--- src/sv/pss_pkg.sv ---
// ============================================================================
// pss_pkg
// Shared types and constants of the permutation swap sequence block.
// ============================================================================
`default_nettype none

package pss_pkg;

  // Positions in a result are reported on a fixed five-bit field.
  localparam int unsigned POS_W = 5;

  // Controller states, one-hot coded.
  typedef enum logic [5:0] {
    S_LOAD = 6'b000001,
    S_RDT  = 6'b000010,
    S_CMP0 = 6'b000100,
    S_SCAN = 6'b001000,
    S_PUSH = 6'b010000,
    S_DONE = 6'b100000
  } pss_state_e;

  // One result as it sits in the output register.
  typedef struct packed {
    logic [POS_W-1:0] first_pos;
    logic [POS_W-1:0] second_pos;
    logic             has_swap;
    logic             end_of_run;
  } pss_result_t;

endpackage

`default_nettype wire

--- src/sv/pss_in_if.sv ---
// ============================================================================
// pss_in_if
// Input channel: one source id and one target id per transaction.
// ============================================================================
`default_nettype none

interface pss_in_if #(
  parameter int unsigned ID_BITS = 16
) ();

  logic               valid;
  logic               ready;
  logic [ID_BITS-1:0] source_id;
  logic [ID_BITS-1:0] target_id;
  logic               final_item;

  modport source (output valid, output source_id, output target_id,
                  output final_item, input ready);
  modport sink   (input valid, input source_id, input target_id,
                  input final_item, output ready);

endinterface

`default_nettype wire

--- src/sv/pss_out_if.sv ---
// ============================================================================
// pss_out_if
// Output channel: one swap (or the empty-run marker) per transaction.
// ============================================================================
`default_nettype none

interface pss_out_if import pss_pkg::*; ();

  logic             valid;
  logic             ready;
  logic [POS_W-1:0] first_pos;
  logic [POS_W-1:0] second_pos;
  logic             has_swap;
  logic             end_of_run;

  modport source (output valid, output first_pos, output second_pos,
                  output has_swap, output end_of_run, input ready);
  modport sink   (input valid, input first_pos, input second_pos,
                  input has_swap, input end_of_run, output ready);

endinterface

`default_nettype wire

--- src/sv/permutation_swap_sequence.sv ---
// ============================================================================
// permutation_swap_sequence
// Builds the list of position swaps that turns a source permutation into a
// target permutation.
// ============================================================================
// Usage: each input transaction on in_i carries one position of the source
// and of the target sequence. Transactions are taken one per cycle while the
// block is loading. The transaction with final_item set closes the run. Up to
// MAX_ITEMS positions are stored; further positions are dropped, although a
// final mark on a dropped transaction still closes the run.
// After the final transaction the block walks target positions i upward and
// scans the working copy from i for the same id. A match at j > i yields one
// output transaction (i, j), and working entry j takes the old entry at i. The
// last output of a run carries end_of_run; a run without swaps yields a
// single transaction with has_swap low and end_of_run high.
// Timing: for each position i the block reads target[i] and work[i] together,
// compares them, then scans the entries above i one by one through the single
// read port of the working-copy RAM, and on a match pushes the swap. The
// input is not ready during computation.
// Output: results leave through a registered stage; one swap is held back so
// the last one can be flagged. A stalled receiver stalls the scan at the next
// found swap while one swap is already held back. Reset clears the controller,
// the position count, the indexes i and j and the valid flags only; the RAMs
// need no clearing since only positions loaded in this run are read.
// ============================================================================
`default_nettype none

module permutation_swap_sequence import pss_pkg::*; #(
  parameter int unsigned MAX_ITEMS = 32,
  parameter int unsigned ID_BITS   = 16
) (
  input wire logic clk_i,
  input wire logic rst_ni,
  pss_in_if.sink   in_i,
  pss_out_if.source out_o
);

  localparam int unsigned AW = (MAX_ITEMS > 1) ? $clog2(MAX_ITEMS) : 1;
  localparam int unsigned CW = $clog2(MAX_ITEMS + 1);

  pss_state_e state_q, state_d;

  // Number of stored positions; during computation this is the run length.
  logic [CW-1:0] cnt_q, cnt_d;
  logic [AW-1:0] i_q, i_d;
  logic [AW-1:0] j_q, j_d;

  // Id searched for at position i and the working entry at i.
  logic [ID_BITS-1:0] want_q, want_d;
  logic [ID_BITS-1:0] wi_q, wi_d;

  // Swap held back until it is known whether it is the last one.
  logic          pend_valid_q, pend_valid_d;
  logic [AW-1:0] pend_i_q, pend_i_d;
  logic [AW-1:0] pend_j_q, pend_j_d;
  logic [AW-1:0] cand_j_q, cand_j_d;

  // Output register.
  logic        out_valid_q;
  pss_result_t out_q;
  pss_result_t out_d;
  logic        out_load;
  logic        out_free;

  // RAM ports.
  logic               wrk_we, tgt_we, wrk_re, tgt_re;
  logic [AW-1:0]      wrk_waddr, wrk_raddr;
  logic [ID_BITS-1:0] wrk_wdata, wrk_rdata, tgt_rdata;

  logic          in_acc;
  logic          store_ok;
  logic [CW-1:0] i_next, j_next;
  logic          i_last, j_last;

  assign in_acc   = in_i.valid && in_i.ready;
  assign store_ok = (cnt_q < CW'(MAX_ITEMS));
  assign i_next   = CW'(i_q) + CW'(1);
  assign j_next   = CW'(j_q) + CW'(1);
  assign i_last   = (i_next == cnt_q);
  assign j_last   = (j_next == cnt_q);
  assign out_free = !out_valid_q || out_o.ready;

  assign in_i.ready = (state_q == S_LOAD);

  // Working copy of the source sequence.
  pss_ram #(.WIDTH(ID_BITS), .DEPTH(MAX_ITEMS)) u_work_ram (
    .clk_i   (clk_i),
    .we_i    (wrk_we),
    .waddr_i (wrk_waddr),
    .wdata_i (wrk_wdata),
    .re_i    (wrk_re),
    .raddr_i (wrk_raddr),
    .rdata_o (wrk_rdata)
  );

  // Copy of the target sequence; written only while loading.
  pss_ram #(.WIDTH(ID_BITS), .DEPTH(MAX_ITEMS)) u_target_ram (
    .clk_i   (clk_i),
    .we_i    (tgt_we),
    .waddr_i (AW'(cnt_q)),
    .wdata_i (in_i.target_id),
    .re_i    (tgt_re),
    .raddr_i (i_q),
    .rdata_o (tgt_rdata)
  );

  always_comb begin
    state_d      = state_q;
    cnt_d        = cnt_q;
    i_d          = i_q;
    j_d          = j_q;
    want_d       = want_q;
    wi_d         = wi_q;
    pend_valid_d = pend_valid_q;
    pend_i_d     = pend_i_q;
    pend_j_d     = pend_j_q;
    cand_j_d     = cand_j_q;
    out_load     = 1'b0;
    out_d        = '0;
    wrk_we       = 1'b0;
    tgt_we       = 1'b0;
    wrk_re       = 1'b0;
    tgt_re       = 1'b0;
    wrk_waddr    = AW'(cnt_q);
    wrk_wdata    = in_i.source_id;
    wrk_raddr    = i_q;

    case (state_q)
      S_LOAD: begin
        if (in_acc) begin
          if (store_ok) begin
            wrk_we = 1'b1;
            tgt_we = 1'b1;
            cnt_d  = cnt_q + CW'(1);
          end
          if (in_i.final_item) begin
            i_d     = '0;
            state_d = S_RDT;
          end
        end
      end

      S_RDT: begin
        // Fetch target[i] and work[i] together.
        wrk_re  = 1'b1;
        tgt_re  = 1'b1;
        state_d = S_CMP0;
      end

      S_CMP0: begin
        want_d = tgt_rdata;
        wi_d   = wrk_rdata;
        if ((wrk_rdata == tgt_rdata) || i_last) begin
          // Already in place, or nothing above i to search.
          if (i_last) begin
            state_d = S_DONE;
          end else begin
            i_d     = AW'(i_next);
            state_d = S_RDT;
          end
        end else begin
          wrk_re    = 1'b1;
          wrk_raddr = AW'(i_next);
          j_d       = AW'(i_next);
          state_d   = S_SCAN;
        end
      end

      S_SCAN: begin
        if (wrk_rdata == want_q) begin
          // Entry i is never read again, so only entry j is written back.
          wrk_we    = 1'b1;
          wrk_waddr = j_q;
          wrk_wdata = wi_q;
          cand_j_d  = j_q;
          state_d   = S_PUSH;
        end else if (j_last) begin
          if (i_last) begin
            state_d = S_DONE;
          end else begin
            i_d     = AW'(i_next);
            state_d = S_RDT;
          end
        end else begin
          wrk_re    = 1'b1;
          wrk_raddr = AW'(j_next);
          j_d       = AW'(j_next);
        end
      end

      S_PUSH: begin
        if (!pend_valid_q || out_free) begin
          if (pend_valid_q) begin
            out_load         = 1'b1;
            out_d.first_pos  = POS_W'(pend_i_q);
            out_d.second_pos = POS_W'(pend_j_q);
            out_d.has_swap   = 1'b1;
            out_d.end_of_run = 1'b0;
          end
          pend_valid_d = 1'b1;
          pend_i_d     = i_q;
          pend_j_d     = cand_j_q;
          if (i_last) begin
            state_d = S_DONE;
          end else begin
            i_d     = AW'(i_next);
            state_d = S_RDT;
          end
        end
      end

      S_DONE: begin
        if (out_free) begin
          out_load         = 1'b1;
          out_d.first_pos  = pend_valid_q ? POS_W'(pend_i_q) : '0;
          out_d.second_pos = pend_valid_q ? POS_W'(pend_j_q) : '0;
          out_d.has_swap   = pend_valid_q;
          out_d.end_of_run = 1'b1;
          pend_valid_d     = 1'b0;
          cnt_d            = '0;
          state_d          = S_LOAD;
        end
      end

      default: begin
        state_d = S_LOAD;
      end
    endcase
  end

  always_ff @(posedge clk_i or negedge rst_ni) begin
    if (!rst_ni) begin
      state_q      <= S_LOAD;
      cnt_q        <= '0;
      i_q          <= '0;
      j_q          <= '0;
      pend_valid_q <= 1'b0;
      out_valid_q  <= 1'b0;
    end else begin
      state_q      <= state_d;
      cnt_q        <= cnt_d;
      i_q          <= i_d;
      j_q          <= j_d;
      pend_valid_q <= pend_valid_d;
      if (out_load) begin
        out_valid_q <= 1'b1;
      end else if (out_o.ready) begin
        out_valid_q <= 1'b0;
      end
    end
  end

  always_ff @(posedge clk_i) begin
    want_q   <= want_d;
    wi_q     <= wi_d;
    pend_i_q <= pend_i_d;
    pend_j_q <= pend_j_d;
    cand_j_q <= cand_j_d;
    if (out_load) begin
      out_q <= out_d;
    end
  end

  assign out_o.valid      = out_valid_q;
  assign out_o.first_pos  = out_q.first_pos;
  assign out_o.second_pos = out_q.second_pos;
  assign out_o.has_swap   = out_q.has_swap;
  assign out_o.end_of_run = out_q.end_of_run;

  // A swap is never held back across runs.
  a_pend_empty_in_load: assert property (@(posedge clk_i) disable iff (!rst_ni)
    (state_q == S_LOAD) |-> !pend_valid_q)
    else $error("held-back swap left over while loading");

  // Write-back during the scan only lands above the current position.
  a_scan_write_above_i: assert property (@(posedge clk_i) disable iff (!rst_ni)
    (state_q == S_SCAN && wrk_we) |-> (j_q > i_q))
    else $error("swap write-back at or below current position");

  // The stored count never passes the capacity.
  a_cnt_in_range: assert property (@(posedge clk_i) disable iff (!rst_ni)
    cnt_q <= CW'(MAX_ITEMS))
    else $error("position count beyond capacity");

  // A result without a swap only ever closes a run.
  a_empty_is_last: assert property (@(posedge clk_i) disable iff (!rst_ni)
    (out_valid_q && !out_q.has_swap) |-> out_q.end_of_run)
    else $error("empty result not marked as end of run");

  // New output is only loaded when the output register can take it.
  a_no_overwrite: assert property (@(posedge clk_i) disable iff (!rst_ni)
    out_load |-> out_free)
    else $error("output register overwritten while stalled");

endmodule

`default_nettype wire

--- src/sv/pss_ram.sv ---
// ============================================================================
// pss_ram
// Simple dual-port RAM: one write port, one read port with registered data.
// ============================================================================
`default_nettype none

module pss_ram #(
  parameter int unsigned WIDTH = 16,
  parameter int unsigned DEPTH = 32,
  localparam int unsigned AW   = (DEPTH > 1) ? $clog2(DEPTH) : 1
) (
  input  wire logic             clk_i,
  input  wire logic             we_i,
  input  wire logic [AW-1:0]    waddr_i,
  input  wire logic [WIDTH-1:0] wdata_i,
  input  wire logic             re_i,
  input  wire logic [AW-1:0]    raddr_i,
  output      logic [WIDTH-1:0] rdata_o
);

  logic [WIDTH-1:0] mem_q [DEPTH];

  always_ff @(posedge clk_i) begin
    if (we_i) begin
      mem_q[waddr_i] <= wdata_i;
    end
    if (re_i) begin
      rdata_o <= mem_q[raddr_i];
    end
  end

endmodule

`default_nettype wire

--- src/flat_wrapper.sv ---
// flat-port wrapper written by rule: the top's interface ports become plain ports
module permutation_swap_sequence_flat import pss_pkg::*;
#(
  parameter int unsigned MAX_ITEMS = 32,
  parameter int unsigned ID_BITS   = 16
)
  (clk_i, rst_ni, in_i_valid, in_i_source_id, in_i_target_id, in_i_final_item, in_i_ready, out_o_valid, out_o_first_pos, out_o_second_pos, out_o_has_swap, out_o_end_of_run, out_o_ready);
  pss_in_if #(.ID_BITS(ID_BITS)) in_i_i ();
  pss_out_if out_o_i ();
  input wire logic clk_i;
  input wire logic rst_ni;
  input wire logic [$bits(in_i_i.valid)-1:0] in_i_valid;
  input wire logic [$bits(in_i_i.source_id)-1:0] in_i_source_id;
  input wire logic [$bits(in_i_i.target_id)-1:0] in_i_target_id;
  input wire logic [$bits(in_i_i.final_item)-1:0] in_i_final_item;
  output wire logic [$bits(in_i_i.ready)-1:0] in_i_ready;
  output wire logic [$bits(out_o_i.valid)-1:0] out_o_valid;
  output wire logic [$bits(out_o_i.first_pos)-1:0] out_o_first_pos;
  output wire logic [$bits(out_o_i.second_pos)-1:0] out_o_second_pos;
  output wire logic [$bits(out_o_i.has_swap)-1:0] out_o_has_swap;
  output wire logic [$bits(out_o_i.end_of_run)-1:0] out_o_end_of_run;
  input wire logic [$bits(out_o_i.ready)-1:0] out_o_ready;
  assign in_i_i.valid = in_i_valid;
  assign in_i_i.source_id = in_i_source_id;
  assign in_i_i.target_id = in_i_target_id;
  assign in_i_i.final_item = in_i_final_item;
  assign in_i_ready = in_i_i.ready;
  assign out_o_valid = out_o_i.valid;
  assign out_o_first_pos = out_o_i.first_pos;
  assign out_o_second_pos = out_o_i.second_pos;
  assign out_o_has_swap = out_o_i.has_swap;
  assign out_o_end_of_run = out_o_i.end_of_run;
  assign out_o_i.ready = out_o_ready;
  permutation_swap_sequence #(.MAX_ITEMS(MAX_ITEMS), .ID_BITS(ID_BITS)) u_core (.clk_i(clk_i), .rst_ni(rst_ni), .in_i(in_i_i), .out_o(out_o_i));
endmodule
--- config.mk ---
export PLATFORM = sky130hd
export DESIGN_NAME = permutation_swap_sequence_flat
export DESIGN_NICKNAME = d
export VERILOG_FILES = /design/src/sv/pss_pkg.sv /design/src/sv/pss_in_if.sv /design/src/sv/pss_out_if.sv /design/src/sv/permutation_swap_sequence.sv /design/src/sv/pss_ram.sv /design/src/flat_wrapper.sv
export SDC_FILE = /design/constraint.sdc
export NUM_CORES = 1
export LEC_CHECK = 0
export BUFFER_PORTS_ARGS = -buffer_cell sky130_fd_sc_hd__buf_2
export CELL_PAD_IN_SITES_DETAIL_PLACEMENT = 1
export CELL_PAD_IN_SITES_GLOBAL_PLACEMENT = 1
export CORE_MARGIN = 2
export CORE_UTILIZATION = 50
export DETAILED_ROUTE_END_ITERATION = 10
export PLACE_DENSITY_LB_ADDON = 0.1
export SKIP_CTS_REPAIR_TIMING = 1
export SLEW_MARGIN = 20
export SYNTH_ARGS = -nofsm -noshare
export SYNTH_HDL_FRONTEND = slang
export SYNTH_HIERARCHICAL = 1
export SYNTH_SLANG_ARGS = --single-unit
--- constraint.sdc ---
create_clock -name clk_i -period 11.55 [get_ports clk_i]
set_input_delay 0.5775 -clock clk_i [delete_from_list [all_inputs] [get_ports clk_i]]
set_output_delay 0.5775 -clock clk_i [all_outputs]
set_load 0.005 [all_outputs]
## Word level (Yosys, flattened, before mapping)

Memory sizes are Yosys's and may differ from the RTL's. A register that Yosys moved wholly into a read port is not among the register bits.
Index checks and enable logic that the tools add are counted.

| storage, ports and cells | value |
|---|---|
| output and inout port bits | 14 |
| register bits | 83 |
| bits of input ports | 37 |
| bits in writable memories | 1024 |
| memories | 2 |

Memories:

| name | words | bits a word | rd ports | clocked after memory_dff | write ports | RTL line | text |
|---|---|---|---|---|---|---|---|
| u_core.u_target_ram.mem_q | 32 | 16 | 1 | 1 | 1 | pss_ram.sv:21 | `logic [WIDTH-1:0] mem_q [DEPTH];` |
| u_core.u_work_ram.mem_q | 32 | 16 | 1 | 1 | 1 | pss_ram.sv:21 |  |

| operators by class | value |
|---|---|
| muxes and demuxes | 62 |
| equal/unequal tests | 21 |
| $lt $le $gt $ge | 1 |
| reductions and logical operators | 18 |
| add/subtract/negate cells | 3 |

Operators with widths:

| kind | count |
|---|---|
| $mux 5 | 17 |
| $mux 6 | 11 |
| $mux 12 | 3 |
| $pmux 6 s6 | 1 |
| $eq 16x16->1 | 2 |
| $mux 16 | 2 |
| $pmux 12 s2 | 1 |
| $pmux 5 s2 | 2 |
| $pmux 5 s4 | 1 |
| $mux 1 | 19 |
| $add 5x1->6 const B | 2 |
| $eq 6x6->1 | 2 |
| $ne 2x2->1 const B | 6 |
| $pmux 6 s2 | 1 |
| $ne 2x1->1 const B | 4 |
| $reduce_and 4->1 | 2 |
| $reduce_bool 2->1 | 4 |
| $reduce_and 7->1 | 1 |
| $add 6x1->6 const B | 1 |
| $eq 6x1->1 const B | 1 |
| $eq 6x2->1 const B | 1 |
| $eq 6x3->1 const B | 1 |
| $eq 6x4->1 const B | 1 |
| $eq 6x5->1 const B | 1 |
| 12 further kinds | 18 |

## Depth between registers and ports, before layout

Gate-level depths: netlist of the first run.

| depth | value |
|---|---|
| depth after elaboration | 6 |
| mapped depth | 16 |
| depth with buffers taken out | 12 |

## Modules after synthesis

Netlist of the first run, hierarchy kept.

Modules (own cells, without submodules):

| module | cells an instance | seq. area each (µm²) | area an instance (µm²) | instances |
|---|---|---|---|---|
| pss_ram at u_core.u_work_ram | 1143 | 15855.2 | 20696.1 | 1 |
| pss_ram at u_core.u_target_ram | 1143 | 15855.2 | 20694.8 | 1 |
| permutation_swap_sequence | 339 | 2373.5 | 4300.4 | 1 |

## Least setup slack after synthesis of the first run

Ideal clock, no wire load.

| timing | value |
|---|---|
| path kind | register -> register |
| start | register u_core.state_q[4] |
| end | register u_core.u_work_ram.rdata_o[10], read port of u_core.u_work_ram.mem_q (data pin) |
| data required time | 11287 ps |
| path buffers | 3 |
| cell stages (with the launch flop) | 13 |
| data arrival time | 3934 ps |
| setup slack | 7353 ps |
| cell sequence | dfrtp_1 > or4_4 > nor3b_4 > o211ai_2 > buf_2 > o22ai_1 > a2bb2oi_1 > and2_1 > buf_4 > clkbuf_1 > a21oi_1 > a31oi_1 > nand3_1 |

| between the ends | value |
|---|---|
| longest elaborated chain between the ends | 2 |
| elaborated cells between the ends (all ways) | 5 |
| those cells by class | eq/ne: 3; mux: 2 |

Ends and longest elaborated chain:

| element | RTL line | text |
|---|---|---|
| from (decl) | permutation_swap_sequence.sv:41 | `pss_state_e state_q, state_d;` |
| from (signal assigned) | permutation_swap_sequence.sv:240 | `state_q <= state_d;` |
| $eq 6x4->1 / $eq 6x3->1 (equally long branches) | permutation_swap_sequence.sv:128 | `case (state_q)` |
| $pmux 5 s2 (*) | permutation_swap_sequence.sv:128 |  |
| net u_core.wrk_raddr[2] | permutation_swap_sequence.sv:67 | `logic [AW-1:0] wrk_waddr, wrk_raddr;` |
| to (decl) | pss_ram.sv:18 | `output logic [WIDTH-1:0] rdata_o` |

Mark *: on every way through the listed nets, which the timed path passes. The rest lies on a longest branch.
A chain may end at the register's enable or synchronous reset.

## Worst setup path in the final report of the first run

| timing | value |
|---|---|
| start | register u_core.i_q[0] |
| end | register u_core.u_work_ram.rdata_o[2], read port of u_core.u_work_ram.mem_q (data pin) |

| between the ends | value |
|---|---|
| longest elaborated chain between the ends | 5 |
| elaborated cells between the ends (all ways) | 9 |
| those cells by class | add/sub: 1; eq/ne: 1; mux: 6; reduce/logical: 1 |

Ends and longest elaborated chain:

| element | RTL line | text |
|---|---|---|
| from (decl) | permutation_swap_sequence.sv:45 | `logic [AW-1:0] i_q, i_d;` |
| from (signal assigned) | permutation_swap_sequence.sv:242 | `i_q <= i_d;` |
| $add 5x1->6 | permutation_swap_sequence.sv:77 | `assign i_next = CW'(i_q) + CW'(1);` |
| $eq 6x6->1 | permutation_swap_sequence.sv:79 | `assign i_last = (i_next == cnt_q);` |
| $logic_or 1x1->1 | permutation_swap_sequence.sv:153 | `if ((wrk_rdata == tgt_rdata) \|\| i_last) begin` |
| $mux 5 | permutation_swap_sequence.sv:153 |  |
| $pmux 5 s2 (*) | permutation_swap_sequence.sv:128 |  |
| net u_core.wrk_raddr[0] | permutation_swap_sequence.sv:67 |  |

Marks and branches as above.

==> impl_metrics.json, run 1 <==
{
  "postRouteAntennaNets": 0,
  "drive_above_1_share_pct": 12.11,
  "final_hold_viol_count": 0,
  "met1Wirelength_mm": 47.03,
  "core_um2": 90290,
  "status": "completed",
  "setup_viol": 0,
  "start_util_pct": 50.61,
  "critPathBufInv": 1,
  "fillers": 8036,
  "wl_mm": 118.0,
  "synth-xor-area-share_pct": 1.016,
  "max_freq_ghz": 0.1617,
  "yosys.area_share.simple_pct": 4.464,
  "area_growth_pct": 11.15,
  "layout_setup_ws_ns": 5.366,
  "grt_util_all_layers_pct": 25.24,
  "grt_overflow": 0,
  "crit_fanout": 52,
  "place_congestion": 0.8300,
  "clk_latency_ns": 0.70,
  "num_vias": 24170,
  "p_per_area_nw_per_um2": 182.6,
  "placed_area_um2": 46940,
  "fp.dieH_um": 306.3,
  "worstHoldPathType": "in2reg",
  "cts.clk_slew.worst_paths_ns": 0.06,
  "cts-buffers-inserted": 116,
  "yosys_warnings": 6,
  "avgSynthCellArea_um2": 17.41,
  "endpoint_kind": "flop",
  "first_pass_iters": 5,
  "synth_area_leaders": "edfxtp_1 73%, mux2i_1 11%, a22oi_1 2.1%",
  "row_count": 110,
  "crit_required_ns": 11.95,
  "final_common_cell": "edfxtp_1",
  "fp.dieW_um": 306.3,
  "cp.arrival_ns": 6.58,
  "dr.max_layer_used": "met4",
  "cts.sink_count": 1139,
  "path_class": "reg2reg",
  "finalCriticalPeriod_ns": 6.184,
  "synth_fa_ha_area_share_pct": 0.08215,
  "critPathMaxStageDelay_ns": 1.01,
  "synth_fp_nets": 2665,
  "viasPerCell": 6.038,
  "path_common_cell": "nand3_1",
  "tightest_slew_ns": 1.106,
  "worst_slew_margin_rel_pct": 26.20,
  "power_leakage_nw": 15.67,
  "synth_seq_cells": 1139,
  "synth_largest_area_cell": "edfxtp_1",
  "setup_tns_ns": 0,
  "path_delay_family": "compound AO/OA/AOI/OAI gates",
  "initialDrtViolationCount": 2026,
  "synth-seq-area-share_pct": 74.60,
  "path_cells": "ha_1, nand3_1, a211o_1, o211ai_2, nand3_1, nand2_4, buf_4, mux2i_1, a22o_1, nor3_1, a31oi_1, nand3_1",
  "htree_levels": 3,
  "wl_per_cell_um": 29.48,
  "antenna_found_initial": 3,
  "ys_types": 69,
  "synth_compound_area_share_pct": 5.356,
  "grt_pass1_wl_mm": 172.4,
  "period_share_pct": 53.54,
  "synth_top_area_share_pct": 73.28,
  "worstSetupStartpointType": "flop",
  "synth_top_family_by_area": "multiplexers",
  "syn_area_um2": 45690,
  "async_reset_ff_share_pct": 2.107,
  "synthCells": 2625,
  "irDropWorstVdd_uv": 166.6,
  "grt_pass1_vias": 25470,
  "maxSlewViolCount": 0,
  "dp_hpwl_mm": 70.30,
  "fin_nets": 2768,
  "ys_dominant_reg_cell": "edfxtp_1",
  "wl_met2_mm": 61.82,
  "rsz0062_at_grt": "false",
  "max-cap-violations": 0,
  "final_area_um2": 50790,
  "clock-root-buffer": "clkbuf_16",
  "place_ws_ns": 5.322,
  "cpMaxStageDelayCell": "dfrtp_4",
  "mostFrequentLayoutCells": "1,115 x edfxtp_1, 514 x mux2i_1, 128 x a22oi_1",
  "grt_max_degree": 108,
  "synth_edf_count": 1115,
  "fp.dieArea_um2": 93820,
  "route.detailed.drc": 0,
  "synthMuxAreaShare_pct": 11.83,
  "top_level_ports": 51,
  "port_buffers": 50,
  "cts_tree": "built",
  "wl_met3_mm": 5.216,
  "fin_worst_skew_ns": 0.02239,
  "cts_buffer_depth": 3
}
[path summary, 6_finish.rpt]
check / from / endpoint / slack (ns) / cells after the start
setup / recovery: u_core/i_q[0] / u_core/u_work_ram/rdata_o[2] / 5.37 / 12
hold / removal: in_i_final_item / u_core/state_q[0] / 0.24 / 3
setup reg to reg: u_core/i_q[0] / u_core/u_work_ram/rdata_o[2] / 5.37 / 12
hold reg to reg: u_core/cand_j_q[1] / u_core/pend_j_q[1] / 0.42 / 0
max in group asynchronous: rst_ni / u_core/i_q[0] / 10.69 / 2
min in group asynchronous: rst_ni / u_core/out_o.valid / 0.43 / 2
[synthesized netlist by cell type (3+ instances only)]
cell type	number
a21oi_1	68
o211a_1	3
buf_6	14
clkbuf_1	31
o21ai_0	5
mux2i_1	514
buf_8	12
xor2_1	45
or2_1	3
buf_12	10
a41oi_1	3
edfxtp_1	1115
and3_1	3
a22oi_1	128
a221o_1	4
buf_2	43
or3b_2	6
mux2_2	5
dfrtp_1	23
and2_1	14
nor4_1	9
nand3b_1	12
buf_4	42
inv_1	8
nand2b_1	7
ha_1	3
a31oi_1	35
nor2b_1	6
a22o_1	64
or3_1	7
nor3_1	40
xnor2_1	8
nand4_1	39
mux2_1	18
nand2_1	81
nand3_1	77
nor2_1	77
nor3b_1	3
[per-layer routing]
metal | vias to the layer above | track usage, %
met5 | - | 0
met4 | 0 | 8.208
met3 | 179 | 3.304
met2 | 614 | 45.35
met1 | 12760 | 31.65
li1 | 10610 | -
[worst register-to-register path, cell delays in order, from the launching register on]
cell and delay (ns):
dfrtp_4 1.01, ha_1 0.43, nand3_1 0.24, a211o_1 0.40
o211ai_2 0.61, nand3_1 0.24, nand2_4 0.78, buf_4 0.87
mux2i_1 0.36, a22o_1 0.18, nor3_1 0.06, a31oi_1 0.55
nand3_1 0.18
[layout make-up]
cell class | count | area, um^2 | share of cell area, %
Sequential cell | 1139 | 34090 | 67.12
Multi-Input combinational cell | 1326 | 10450 | 20.57
Clock buffer | 139 | 3032 | 5.969
Tap cell | 1176 | 1471 | 2.897
Timing Repair Buffer | 137 | 938.4 | 1.848
Clock inverter | 75 | 775.7 | 1.527
Inverter | 8 | 30.03 | 0.05913
Antenna cell | 2 | 5.005 | 0.009854
[sequential cells by signal, indices dropped and copies added (netlist names), 6 cells and up]
signal	flops
u_core/u_target_ram/mem_q	512
u_core/u_target_ram/rdata_o	16
u_core/want_q	16
u_core/u_work_ram/rdata_o	16
u_core/u_work_ram/mem_q	512
u_core/cnt_q	6
u_core/state_q	6
u_core/wi_q	16
[power breakdown]
part	switching, W	leakage, nW	total (W)	internal (W)
logic	0.000465	3.44	0.000713	0.000248
clock network	0.00153	1.85	0.00375	0.00222
registers	0.000110	10.4	0.00481	0.00470
total	0.00211	15.7	0.00927	0.00716
[kinds of logic after synthesis]
| logic type | after synthesis |
|---|---|
| buffers and inverters | 160 |
| AO/OA/AOI/OAI | 335 |
| multiplexers | 537 |
| AND/OR/NAND/NOR | 398 |
| flip-flops | 1139 |
| XOR/XNOR | 53 |
| adder cells (fa/ha/maj) | 3 |
[metrics by stage]
stage | utilization (%) | power [W] | std cells | hold WS, ns
floorplan | - | 0.005364 | 2625 | 0.2819
global placement | 51.99 | 0.005574 | 3783 | 0.4122
detailed placement | 51.99 | 0.005612 | 3783 | 0.4070
CTS | 56.21 | 0.009346 | 3997 | -0.1304
global route | 56.25 | 0.009555 | 4002 | 0.2182
finish | 56.25 | 0.009273 | 4002 | 0.2371
No activity file was read; power rests on OpenSTA's default activity.
==> run 2: changes to the inputs <==
--- a/config.mk
+++ b/config.mk
@@ -9,7 +9,7 @@
 export CELL_PAD_IN_SITES_DETAIL_PLACEMENT = 1
 export CELL_PAD_IN_SITES_GLOBAL_PLACEMENT = 1
 export CORE_MARGIN = 2
-export CORE_UTILIZATION = 50
+export CORE_UTILIZATION = 49
 export DETAILED_ROUTE_END_ITERATION = 10
 export PLACE_DENSITY_LB_ADDON = 0.1
 export SKIP_CTS_REPAIR_TIMING = 1
==> constraint.sdc (replaced) <==
create_clock -name clk_i -period 5.6 [get_ports clk_i]
set_input_delay 0.28 -clock clk_i [delete_from_list [all_inputs] [get_ports clk_i]]
set_output_delay 0.28 -clock clk_i [all_outputs]
set_load 0.005 [all_outputs]
==> run 2 against run 1 <==
The flow now finishes with violations (hold timing). Sequential power grew 110%. Clock power grew 93%. Critical path type unchanged. Register-to-register slack lost 4.9 ns.
==> impl_metrics.json, run 2 (synthesized netlist as in run 1, its figures left out) <==
{
  "status": "complete, but fails checks",
  "violations": "hold timing",
  "cts.clk_slew.worst_paths_ns": 0.06,
  "hold_depth": 3,
  "cts_tree": "built",
  "fin_worst_skew_ns": 0.02676,
  "start_util_pct": 49.18,
  "worstHoldStart": "out_o_ready",
  "endpoint_kind": "flop",
  "finalCriticalPeriod_ns": 5.089,
  "final_area_um2": 50950,
  "grt_max_degree": 65,
  "rsz0062_at_grt": "false",
  "reg.largest.list": "u_core/u_target_ram/mem_q x512, u_core/u_work_ram/mem_q x512",
  "cts-buffers-inserted": 115,
  "htree_levels": 3,
  "critPathBufInv": 1,
  "cts_buffer_depth": 3,
  "cpMaxStageDelayCell": "or2_1",
  "clk_latency_ns": 0.70,
  "num_vias": 24470,
  "final_common_cell": "edfxtp_1",
  "period_share_pct": 90.88,
  "fp.dieArea_um2": 95710,
  "fp.dieH_um": 309.4,
  "setup_viol": 0,
  "timing.rr.start": "u_core/cnt_q[4]",
  "rr_endpoint": "u_core/u_work_ram/rdata_o[14]",
  "path_common_cell": "or3_1",
  "p_per_area_nw_per_um2": 367.5,
  "cp.arrival_ns": 5.47,
  "top_level_ports": 51,
  "worstSetupStartpointType": "flop",
  "path_class": "reg2reg",
  "stdcell_count": 4103,
  "placed_area_um2": 47420,
  "setup_tns_ns": 0,
  "final_hold_viol_count": 1,
  "wl_per_cell_um": 29.73,
  "place_ws_ns": 0.6025,
  "drive_above_1_share_pct": 12.85,
  "worstHoldPathType": "in2reg",
  "postRouteAntennaNets": 0,
  "finalPower_w": 0.01872,
  "mostFrequentLayoutCells": "1,115 x edfxtp_1, 514 x mux2i_1, 128 x a22oi_1",
  "max_freq_ghz": 0.1965,
  "row_count": 112,
  "crit_required_ns": 5.98,
  "dp_hpwl_mm": 76.18,
  "min_to": "u_core/out_o.valid",
  "grt_util_all_layers_pct": 25.64,
  "power_leakage_nw": 15.71,
  "cts.sink_count": 1139,
  "crit_fanout": 18,
  "grt_overflow": 0,
  "antenna_found_initial": 1,
  "path_delay_family": "simple AND/OR/NAND/NOR gates",
  "irDropWorstVdd_uv": 303.2,
  "place_congestion": 0.8541,
  "rrSetupSlack_ns": 0.51,
  "wl_mm": 122.0,
  "first_pass_iters": 5,
  "fin_nets": 2799,
  "layout_setup_ws_ns": 0.5108,
  "multi_input_area_um2": 10480,
  "tightest_slew_ns": 1.132,
  "core_um2": 92910,
  "max-cap-violations": 0,
  "viasPerCell": 5.965,
  "clock-root-buffer": "clkbuf_16",
  "reg2regPathDepth": 11,
  "path_cells": "or3_1, a311oi_2, a211oi_2, o311ai_4, nor4b_1, or3_1, buf_4, or2_1, nor3_1, a31oi_1, nand3_1",
  "fillers": 8421,
  "fin_hold_ws_ns": -0.008620,
  "critPathMaxStageDelay_ns": 0.67,
  "initialDrtViolationCount": 2142,
  "route.detailed.drc": 0,
  "grt_pass1_vias": 25420,
  "fp.dieW_um": 309.4,
  "maxSlewViolCount": 0,
  "grt_pass1_wl_mm": 176.9,
  "port_buffers": 50,
  "worst_slew_margin_rel_pct": 24.43,
  "area_growth_pct": 11.51,
  "dp_cells": 3893,
  "seq_area_um2": 34090
}
## run 2: changes by cell type in the layout (fill, tap and decap cells not counted), moves of 7 or more
cell	previous run	this run
bufinv_16	16	6
buf_12	2	11
clkinv_1	36	28
clkbuf_1	21	28
buf_4	83	104
## run 2: how the worst max path moves through the flow
stage / startpoint / to / cells past startpoint
after floorplan: u_core/state_q[4] / u_core/u_work_ram/rdata_o[10] / 12
after global routing: u_core/i_q[1] / u_core/u_work_ram/rdata_o[14] / 12
after detailed placement: u_core/i_q[1] / u_core/u_work_ram/rdata_o[14] / 11
final: u_core/cnt_q[4] / u_core/u_work_ram/rdata_o[14] / 11
after global placement: u_core/cnt_q[4] / u_core/u_work_ram/rdata_o[14] / 11
after CTS: u_core/i_q[1] / u_core/u_work_ram/rdata_o[14] / 11
## run 2: routing by layer
layer  track usage, %  routed length [um]  up-vias
met1            33.56               50900    12950
met4            8.388                4050        2
li1                 -                   -    10700
met5                0                  13        -
met2            44.51               62030      630
met3            3.258                5003      194
## run 2: area by class of cell
type	instances	area share, %
Multi-Input combinational cell	1326	20.57
Timing Repair Buffer	169	2.544
Antenna cell	1	0.004911
Clock buffer	144	5.903
Tap cell	1254	3.079
Clock inverter	62	0.9380
Inverter	8	0.05893
Sequential cell	1139	66.90
## run 2: through the flow
stage / hold WS (ns) / utilization [%]
6_report: -0.008620 / 54.84
3_3_place_gp: 0.3070 / 51.01
3_5_place_dp: 0.3159 / 51.04
5_1_grt: 0.008387 / 54.84
4_1_cts: -0.4363 / 54.79
2_1_floorplan: -0.01559 / -
## run 2: worst reg2reg max path: cells and delay by family, from the launching register on
family                 cells  cell delay (ns)
AND/OR/NAND/NOR            6             2.39
buffers and inverters      1             0.27
AO/OA/AOI/OAI              4             1.49
flip-flops                 1             0.63
## run 2: where the power goes
part	switching, W	total, W	internal [W]
Clock	0.00317	0.00722	0.00405
Sequential	0.000201	0.00990	0.00970
Combinational	0.00107	0.00160	0.000534
